`config.mk`:
```
export PLATFORM = sky130hd
export DESIGN_NAME = header_signature_scanner_top_flat
export DESIGN_NICKNAME = d
export VERILOG_FILES = /design/src/hss_pkg.sv /design/src/hss_if.sv /design/src/hss_cfg.sv /design/src/hss_scan.sv /design/src/hss_obuf.sv /design/src/header_signature_scanner_top.sv /design/src/flat_wrapper.sv
export SDC_FILE = /design/constraint.sdc
export NUM_CORES = 1
export LEC_CHECK = 0
export BUFFER_PORTS_ARGS = -buffer_cell sky130_fd_sc_hd__buf_4
export CORE_ASPECT_RATIO = 1.25
export CORE_MARGIN = 2
export CORE_UTILIZATION = 30
export DETAILED_ROUTE_END_ITERATION = 10
export PLACE_DENSITY = 0.46
export SYNTH_ARGS = -nofsm -noshare
export SYNTH_HDL_FRONTEND = slang
export SYNTH_SLANG_ARGS = --single-unit
```
`constraint.sdc`:
```
create_clock -name i_clk -period 10.95 [get_ports i_clk]
set_input_delay 0.5475 -clock i_clk [delete_from_list [all_inputs] [get_ports i_clk]]
set_output_delay 0.5475 -clock i_clk [all_outputs]
set_load 0.005 [all_outputs]
```
`src/hss_pkg.sv`:
```
// Shared types and constants for the header signature scanner.
package hss_pkg;

    localparam int SIGNATURE_LEN_DEF = 10;
    localparam int SIGNATURE_LEN_MAX = 10;

    localparam int BYTE_W   = 8;
    localparam int OFFSET_W = 64;
    localparam int SIG_LO_W = 64;
    localparam int SIG_HI_W = 16;
    localparam int SKIP_W   = 24;
    localparam int CFG_IDX_W  = 2;
    localparam int CFG_DATA_W = 64;

    localparam logic [CFG_IDX_W-1:0] CFG_SIG_LOW  = CFG_IDX_W'(0);
    localparam logic [CFG_IDX_W-1:0] CFG_SIG_HIGH = CFG_IDX_W'(1);
    localparam logic [CFG_IDX_W-1:0] CFG_SKIP_LEN = CFG_IDX_W'(2);

    localparam logic [SIG_LO_W-1:0] SIG_LOW_RESET  = 64'h0000_0010_002A_4949;
    localparam logic [SIG_HI_W-1:0] SIG_HIGH_RESET = 16'h5243;
    localparam logic [SKIP_W-1:0]   SKIP_RESET     = 24'd1000000;

    typedef struct packed {
        logic [SIG_LO_W-1:0] sig_low;
        logic [SIG_HI_W-1:0] sig_high;
        logic [SKIP_W-1:0]   skip_len;
    } t_cfg;

    typedef struct packed {
        logic                hit;
        logic [OFFSET_W-1:0] offset;
    } t_hit;

endpackage

```
`src/hss_if.sv`:
```
// Channel interfaces for input bytes, match results and configuration writes.
interface hss_in_if;
    logic                        valid;
    logic                        ready;
    logic [hss_pkg::BYTE_W-1:0]   data_byte;
    logic                        block_start;
    logic [hss_pkg::OFFSET_W-1:0] block_base;

    modport source (output valid, data_byte, block_start, block_base, input ready);
    modport sink   (input valid, data_byte, block_start, block_base, output ready);
endinterface

interface hss_out_if;
    logic                        valid;
    logic                        ready;
    logic [hss_pkg::OFFSET_W-1:0] match_offset;

    modport source (output valid, match_offset, input ready);
    modport sink   (input valid, match_offset, output ready);
endinterface

interface hss_cfg_if;
    logic                          valid;
    logic                          ready;
    logic [hss_pkg::CFG_IDX_W-1:0]  reg_index;
    logic [hss_pkg::CFG_DATA_W-1:0] wr_data;

    modport source (output valid, reg_index, wr_data, input ready);
    modport sink   (input valid, reg_index, wr_data, output ready);
endinterface

```
`src/hss_cfg.sv`:
```
// Configuration registers: signature bytes and skip length.
module hss_cfg (
    input  logic                          i_clk,
    input  logic                          i_rst_n,
    input  logic                          i_wr_en,
    input  logic [hss_pkg::CFG_IDX_W-1:0]  i_reg_index,
    input  logic [hss_pkg::CFG_DATA_W-1:0] i_wr_data,
    output hss_pkg::t_cfg                  o_cfg
);

    hss_pkg::t_cfg r_cfg;
    hss_pkg::t_cfg n_cfg;

    always_comb begin
        n_cfg = r_cfg;
        if (i_wr_en) begin
            unique case (i_reg_index)
                hss_pkg::CFG_SIG_LOW:  n_cfg.sig_low  = i_wr_data[hss_pkg::SIG_LO_W-1:0];
                hss_pkg::CFG_SIG_HIGH: n_cfg.sig_high = i_wr_data[hss_pkg::SIG_HI_W-1:0];
                hss_pkg::CFG_SKIP_LEN: n_cfg.skip_len = i_wr_data[hss_pkg::SKIP_W-1:0];
                default:               n_cfg = r_cfg;
            endcase
        end
    end

    always_ff @(posedge i_clk) begin
        if (!i_rst_n) begin
            r_cfg.sig_low  <= hss_pkg::SIG_LOW_RESET;
            r_cfg.sig_high <= hss_pkg::SIG_HIGH_RESET;
            r_cfg.skip_len <= hss_pkg::SKIP_RESET;
        end else begin
            r_cfg <= n_cfg;
        end
    end

    assign o_cfg = r_cfg;

endmodule

```
`src/hss_scan.sv`:
```
// Sliding-window signature compare with skip counter and offset tracking.
module hss_scan #(
    parameter int SIGNATURE_LEN = hss_pkg::SIGNATURE_LEN_DEF
) (
    input  logic                         i_clk,
    input  logic                         i_rst_n,
    input  logic                         i_accept,
    input  logic [hss_pkg::BYTE_W-1:0]   i_data_byte,
    input  logic                         i_block_start,
    input  logic [hss_pkg::OFFSET_W-1:0] i_block_base,
    input  hss_pkg::t_cfg                i_cfg,
    output hss_pkg::t_hit                o_hit
);

    localparam int FILL_W = $clog2(SIGNATURE_LEN + 1);
    localparam logic [FILL_W-1:0] FILL_FULL = FILL_W'(SIGNATURE_LEN);
    localparam logic [hss_pkg::OFFSET_W-1:0] BACK_START = hss_pkg::OFFSET_W'(SIGNATURE_LEN - 1);
    localparam logic [hss_pkg::OFFSET_W-1:0] BACK_NEXT  = hss_pkg::OFFSET_W'(SIGNATURE_LEN - 2);
    localparam int SIG_VEC_W = hss_pkg::SIG_HI_W + hss_pkg::SIG_LO_W;

    logic [hss_pkg::BYTE_W-1:0]   r_window [SIGNATURE_LEN];
    logic [hss_pkg::BYTE_W-1:0]   n_window [SIGNATURE_LEN];
    logic [FILL_W-1:0]            r_fill;
    logic [FILL_W-1:0]            n_fill;
    logic [hss_pkg::SKIP_W-1:0]   r_skip;
    logic [hss_pkg::SKIP_W-1:0]   n_skip;
    logic [hss_pkg::OFFSET_W-1:0] r_offset;
    logic [hss_pkg::OFFSET_W-1:0] n_offset;

    logic [SIG_VEC_W-1:0]         w_sig_vec;
    logic [FILL_W-1:0]            w_fill_cur;
    logic [FILL_W-1:0]            w_fill_inc;
    logic [hss_pkg::SKIP_W-1:0]   w_skip_cur;
    logic                         w_bytes_eq;
    logic                         w_match;
    logic [hss_pkg::OFFSET_W-1:0] w_hit_offset;

    assign w_sig_vec  = {i_cfg.sig_high, i_cfg.sig_low};
    assign w_fill_cur = i_block_start ? '0 : r_fill;
    assign w_skip_cur = i_block_start ? '0 : r_skip;
    assign w_fill_inc = (w_fill_cur < FILL_FULL) ? w_fill_cur + FILL_W'(1) : w_fill_cur;
    assign w_hit_offset = i_block_start ? i_block_base - BACK_START : r_offset - BACK_NEXT;

    always_comb begin
        for (int k = 0; k < SIGNATURE_LEN - 1; k++) begin
            n_window[k] = r_window[k + 1];
        end
        n_window[SIGNATURE_LEN - 1] = i_data_byte;
    end

    always_comb begin
        w_bytes_eq = 1'b1;
        for (int k = 0; k < SIGNATURE_LEN; k++) begin
            if (n_window[k] != w_sig_vec[hss_pkg::BYTE_W*k +: hss_pkg::BYTE_W]) begin
                w_bytes_eq = 1'b0;
            end
        end
    end

    assign w_match = (w_skip_cur == '0) && (w_fill_inc == FILL_FULL) && w_bytes_eq;

    always_comb begin
        n_offset = i_block_start ? i_block_base : r_offset + hss_pkg::OFFSET_W'(1);
        if (w_skip_cur != '0) begin
            n_skip = w_skip_cur - hss_pkg::SKIP_W'(1);
            n_fill = w_fill_cur;
        end else if (w_match) begin
            n_skip = i_cfg.skip_len;
            n_fill = '0;
        end else begin
            n_skip = '0;
            n_fill = w_fill_inc;
        end
    end

    always_ff @(posedge i_clk) begin
        if (!i_rst_n) begin
            r_fill   <= '0;
            r_skip   <= '0;
            r_offset <= '0;
        end else if (i_accept) begin
            r_fill   <= n_fill;
            r_skip   <= n_skip;
            r_offset <= n_offset;
        end
    end

    always_ff @(posedge i_clk) begin
        if (i_accept && (w_skip_cur == '0)) begin
            r_window <= n_window;
        end
    end

    assign o_hit.hit    = i_accept && w_match;
    assign o_hit.offset = w_hit_offset;

endmodule

```
`src/hss_obuf.sv`:
```
// Two-entry result buffer that drives the output channel.
module hss_obuf (
    input  logic                         i_clk,
    input  logic                         i_rst_n,
    input  hss_pkg::t_hit                i_hit,
    output logic                         o_can_accept,
    output logic                         o_valid,
    input  logic                         i_ready,
    output logic [hss_pkg::OFFSET_W-1:0] o_match_offset
);

    logic [hss_pkg::OFFSET_W-1:0] r_slot [2];
    logic                         r_wptr;
    logic                         r_rptr;
    logic [1:0]                   r_count;
    logic                         w_pop;
    logic                         w_push;

    assign w_push = i_hit.hit;
    assign w_pop  = o_valid && i_ready;

    always_ff @(posedge i_clk) begin
        if (!i_rst_n) begin
            r_wptr  <= 1'b0;
            r_rptr  <= 1'b0;
            r_count <= 2'd0;
        end else begin
            if (w_push) begin
                r_wptr <= ~r_wptr;
            end
            if (w_pop) begin
                r_rptr <= ~r_rptr;
            end
            case ({w_push, w_pop})
                2'b10:   r_count <= r_count + 2'd1;
                2'b01:   r_count <= r_count - 2'd1;
                default: r_count <= r_count;
            endcase
        end
    end

    always_ff @(posedge i_clk) begin
        if (w_push) begin
            r_slot[r_wptr] <= i_hit.offset;
        end
    end

    assign o_valid        = (r_count != 2'd0);
    assign o_can_accept   = (r_count != 2'd2);
    assign o_match_offset = r_slot[r_rptr];

endmodule

```
`src/header_signature_scanner_top.sv`:
```
// Top level of the header signature scanner.
// Scans one byte per clock for a configurable file-header signature and reports the
// disk offset of each signature's first byte. A byte is taken in the cycle it is
// offered while the output buffer has room; the window compare, skip counter and
// offset update finish in that same cycle, and a match is presented on the output
// channel from the next cycle. A two-entry result buffer sits between the scanner
// and the output, so input keeps flowing at one byte per cycle while a result waits
// to be taken; input stalls only when both entries are full. Configuration writes are
// registered and always ready; write only while no byte is in flight.
module header_signature_scanner_top #(
    parameter int SIGNATURE_LEN = hss_pkg::SIGNATURE_LEN_DEF
) (
    input  logic      i_clk,
    input  logic      i_rst_n,
    hss_cfg_if.sink   i_cfg,
    hss_in_if.sink    i_in,
    hss_out_if.source o_out
);

    hss_pkg::t_cfg w_cfg;
    hss_pkg::t_hit w_hit;
    logic          w_can_accept;
    logic          w_accept;

    assign i_cfg.ready = 1'b1;
    assign i_in.ready  = w_can_accept;
    assign w_accept    = i_in.valid && w_can_accept;

    hss_cfg u_hss_cfg (
        .i_clk       (i_clk),
        .i_rst_n     (i_rst_n),
        .i_wr_en     (i_cfg.valid),
        .i_reg_index (i_cfg.reg_index),
        .i_wr_data   (i_cfg.wr_data),
        .o_cfg       (w_cfg)
    );

    hss_scan #(
        .SIGNATURE_LEN (SIGNATURE_LEN)
    ) u_hss_scan (
        .i_clk         (i_clk),
        .i_rst_n       (i_rst_n),
        .i_accept      (w_accept),
        .i_data_byte   (i_in.data_byte),
        .i_block_start (i_in.block_start),
        .i_block_base  (i_in.block_base),
        .i_cfg         (w_cfg),
        .o_hit         (w_hit)
    );

    hss_obuf u_hss_obuf (
        .i_clk          (i_clk),
        .i_rst_n        (i_rst_n),
        .i_hit          (w_hit),
        .o_can_accept   (w_can_accept),
        .o_valid        (o_out.valid),
        .i_ready        (o_out.ready),
        .o_match_offset (o_out.match_offset)
    );

endmodule

```
`src/flat_wrapper.sv`:
```
// flat-port wrapper written by rule: the top's interface ports become plain ports
module header_signature_scanner_top_flat 
#(
    parameter int SIGNATURE_LEN = hss_pkg::SIGNATURE_LEN_DEF
)
  (i_clk, i_rst_n, i_cfg_valid, i_cfg_reg_index, i_cfg_wr_data, i_cfg_ready, i_in_valid, i_in_data_byte, i_in_block_start, i_in_block_base, i_in_ready, o_out_valid, o_out_match_offset, o_out_ready);
  hss_cfg_if i_cfg_i ();
  hss_in_if i_in_i ();
  hss_out_if o_out_i ();
  input  logic i_clk;
  input  logic i_rst_n;
  input wire logic [$bits(i_cfg_i.valid)-1:0] i_cfg_valid;
  input wire logic [$bits(i_cfg_i.reg_index)-1:0] i_cfg_reg_index;
  input wire logic [$bits(i_cfg_i.wr_data)-1:0] i_cfg_wr_data;
  output wire logic [$bits(i_cfg_i.ready)-1:0] i_cfg_ready;
  input wire logic [$bits(i_in_i.valid)-1:0] i_in_valid;
  input wire logic [$bits(i_in_i.data_byte)-1:0] i_in_data_byte;
  input wire logic [$bits(i_in_i.block_start)-1:0] i_in_block_start;
  input wire logic [$bits(i_in_i.block_base)-1:0] i_in_block_base;
  output wire logic [$bits(i_in_i.ready)-1:0] i_in_ready;
  output wire logic [$bits(o_out_i.valid)-1:0] o_out_valid;
  output wire logic [$bits(o_out_i.match_offset)-1:0] o_out_match_offset;
  input wire logic [$bits(o_out_i.ready)-1:0] o_out_ready;
  assign i_cfg_i.valid = i_cfg_valid;
  assign i_cfg_i.reg_index = i_cfg_reg_index;
  assign i_cfg_i.wr_data = i_cfg_wr_data;
  assign i_cfg_ready = i_cfg_i.ready;
  assign i_in_i.valid = i_in_valid;
  assign i_in_i.data_byte = i_in_data_byte;
  assign i_in_i.block_start = i_in_block_start;
  assign i_in_i.block_base = i_in_block_base;
  assign i_in_ready = i_in_i.ready;
  assign o_out_valid = o_out_i.valid;
  assign o_out_match_offset = o_out_i.match_offset;
  assign o_out_i.ready = o_out_ready;
  header_signature_scanner_top #(.SIGNATURE_LEN(SIGNATURE_LEN)) u_core (.i_clk(i_clk), .i_rst_n(i_rst_n), .i_cfg(i_cfg_i), .i_in(i_in_i), .o_out(o_out_i));
endmodule
```
==> parameters.txt <==
Parameter                              Value

Route
  Average detailed-routed wire length per instance    20.4 µm
  Wire length on met3    3120 µm
  Detailed-routed wire length on met2    34000 µm
  Via count    17418
  Total wire length after detailed routing    67600 µm
  Detailed router's first-iteration violation count    1089
  Count of antenna-violating nets left after detailed routing    0
  Drt pass-1 iters    6
  WL met1    28800 µm
  Number of remaining DRC errors    0
  Top routing layer in use    met5
  Vias per std cell    5.26

Timing
  Setup TNS    0 ns
  Number of hold violations in the final report    0
  Worst hold slack    0.161 ns
  Period utilization    0.476
  Max-slew violation count    0
  Worst slew margin relative to its limit    0.179
  Time the final worst path needs with I/O delays and setup    5.22 ns
  Setup clock skew after layout    0.0351 ns
  Slew of the pin with the lowest slew margin    1.22 ns
  RSZ-0062 raised after global routing    no
  Highest clock frequency the design can meet    192 MHz
  Final worst slack    5.73 ns
  Final setup violation count    0

Global routing
  Wire length of the first global-routing pass    103000 µm
  Initial antenna violation count    1
  Total global-route track usage    0.183
  Overflow left after global routing    0
  Via count of the first global-routing pass    17073
  Pin count of the biggest net entering global routing    88

Placement
  Routability cong.    0.883
  Count of input and output buffers    209
  Hpwl dp    47600 µm
  Place WS    5.03 ns

Run status
  Status    finished, final reports clean

Synthesis
  Post-synthesis cell area    0.0209 mm²
  Yosys warns    0
  Commonest cells post-synth    337 x sky130_fd_sc_hd__nand2_1, 201 x sky130_fd_sc_hd__dfxtp_1, 200 x sky130_fd_sc_hd__edfxtp_1
  Most repeated cell in the gate-level netlist after synthesis    sky130_fd_sc_hd__nand2_1
  Avg Cell Area, Syn    9.36 µm²
  Net count after synthesis    2385
  Number of distinct standard cells referenced by the synthesized netlist    84
  Cell count after synthesis    2233
  Biggest area contributors in the synthesized netlist    sky130_fd_sc_hd__edfxtp_1 29%, sky130_fd_sc_hd__dfxtp_1 19%, sky130_fd_sc_hd__nand2_1 6.1%
  Synthesis-stage register bit count    401
  Number of synthesized flops with an enable pin    200
  Top cell type's share of synthesized area    0.287
  Share of flip-flops with an asynchronous set or reset after synthesis    0
  Dominant cell type by area after synthesis    sky130_fd_sc_hd__edfxtp_1
  Part of the Yosys area used for sequential elements    0.480
  Main flop type after synthesis    sky130_fd_sc_hd__dfxtp_1

Floorplanning
  Boundary Pins    211
  Die outline height    299 µm
  Starting density of the core    0.302
  Count of standard-cell rows    108
  Die area    0.0718 mm²
  Die W    240 µm
  Placeable core region    0.0692 mm²

Clock tree
  Inserted Clock Buffers    45
  Clock tree from TritonCTS    done
  CTS Root Buffer Type    sky130_fd_sc_hd__clkbuf_16
  Post-cts hold buffer count    0
  Resized cells post-CTS    0
  Clock transition at the registers of the reported paths    0.06 ns
  Clk buf depth    3
  Sink Count    401
  Setup fix buffers added after clock tree synthesis    0
  Insertion delay of the later-clocked pin in the worst-skew pair    0.59 ns
  H-tree level count    2

Finish
  Number of filler cells placed in the layout    7218
  Fraction of layout instances using a drive strength above 1    0.174
  Area Overhead vs Synth    17.9%
  Area occupied by multi-input gates    0.0102 mm²
  Number of nets in the layout    2494
  ANT cells    0
  Area used by sequential logic in the layout    0.0100 mm²

Power
  Static leakage power    8.53 nW
  Highest ir drop seen on vdd    123 µV
  Power per unit of standard cell area    148 mW/mm²

Worst setup path
  Endpoint type of the worst setup path    flip-flop
  Minimum setup slack among reg-to-reg paths    6.00 ns
  Critical Path Source Type    input pin
  Type of the worst setup path    in -> reg
  Highest net fanout along the worst path    87
  Worst endpoint data arrival time    5.43 ns
  CP required    11.17 ns

Job
  Number of maximum-capacitance constraint violations    0

Min path
  Hold Path Class    in -> reg
[worst paths after layout]
| path | from | endpoint | cells after the start |
|---|---|---|---|
| worst max-delay path | i_in_block_start | u_core.u_hss_obuf.r_slot[1][55]$_DFFE_PP_ | 11 |
| worst max register to register | u_core.u_hss_scan.r_skip[12]$_SDFFE_PN0P_ | u_core.u_hss_obuf.r_slot[1][55]$_DFFE_PP_ | 7 |
| worst min register to register | u_core.u_hss_cfg.o_cfg[3]$_SDFFE_PN0P_ | u_core.u_hss_scan.r_skip[3]$_SDFFE_PN0P_ | 2 |
| worst min-delay path | i_in_data_byte[5] | u_core.u_hss_scan.n_window[13]$_DFFE_PP_ | 1 |
[layout make-up]
type	instances	area share
multi-input combinational	1645	0.414
sequential	401	0.407
timing repair buffer	232	0.0708
clock buffer	65	0.0521
tap	935	0.0475
clock inverter	19	0.00614
inverter	17	0.00279
[stage by stage]
stage | total power [mW] | utilization | cell area [µm²] | std cells
global route | 3.81 | 0.356 | 24600 | 3314
global placement | 2.19 | 0.335 | 23200 | 3230
finish | 3.65 | 0.356 | 24600 | 3314
detailed placement | 2.20 | 0.335 | 23200 | 3230
floorplan | 2.01 | - | 20900 | 2233
CTS | 3.70 | 0.356 | 24600 | 3314
[state kept, by name (all words and copies together) (netlist names), named ones only]
register	flops
u_core.u_hss_cfg.o_cfg	104
u_core.u_hss_obuf.r_count	2
u_core.u_hss_obuf.r_rptr	1
u_core.u_hss_obuf.r_slot	128
u_core.u_hss_obuf.r_wptr	1
u_core.u_hss_scan.n_window	72
u_core.u_hss_scan.r_fill	4
u_core.u_hss_scan.r_offset	64
u_core.u_hss_scan.r_skip	24
[worst max-delay path, stage by stage]
cell,delay (ns)
sky130_fd_sc_hd__buf_6,0.49
sky130_fd_sc_hd__inv_4,0.44
sky130_fd_sc_hd__nand2_1,0.24
sky130_fd_sc_hd__ha_1,0.30
sky130_fd_sc_hd__and2_1,0.23
sky130_fd_sc_hd__nand3_1,0.17
sky130_fd_sc_hd__o31ai_4,0.09
sky130_fd_sc_hd__buf_4,0.77
sky130_fd_sc_hd__nand4_1,0.50
sky130_fd_sc_hd__nor2_4,0.84
sky130_fd_sc_hd__buf_4,0.58
[power by group]
| part | switching, mW | internal [mW] | leakage (nW) | total, mW |
|---|---|---|---|---|
| sequential | 0.0668 | 1.65 | 3.48 | 1.71 |
| combinational | 0.281 | 0.173 | 4.36 | 0.454 |
| clock | 0.645 | 0.843 | 0.698 | 1.49 |
| total | 0.993 | 2.66 | 8.53 | 3.65 |
[cells by family (layout without fill, tap and decap cells)]
logic type / after synthesis / after routing / synth area share
mux: 102 / 102 / 0.0527
simple gates: 906 / 906 / 0.215
other cells: 1 / 1 / 0.000179
buf+inv: 187 / 333 / 0.0351
flops: 401 / 401 / 0.480
fa+ha+maj: 8 / 8 / 0.00479
compound gates: 435 / 435 / 0.132
xor+xnor: 193 / 193 / 0.0809
[layout by cell type (no fill, tap or decap), drive strengths merged, types with 65 or more instances in the layout]
| cell type | n |
|---|---|
| nor2 | 136 |
| mux2 | 65 |
| clkbuf | 65 |
| dfxtp | 201 |
| edfxtp | 200 |
| nand3 | 76 |
| buf | 232 |
| a21oi | 161 |
| o21ai | 90 |
| nand2 | 337 |
| xnor2 | 80 |
| nor4 | 73 |
| xor2 | 113 |
[metal layers]
| layer | GRT usage | vias up |
|---|---|---|
| met4 | 0.0513 | 2 |
| li1 | - | 8384 |
| met2 | 0.326 | 488 |
| met5 | 0 | - |
| met1 | 0.230 | 8463 |
| met3 | 0.0267 | 81 |
Note: power is estimated with default switching activity, not from simulation.
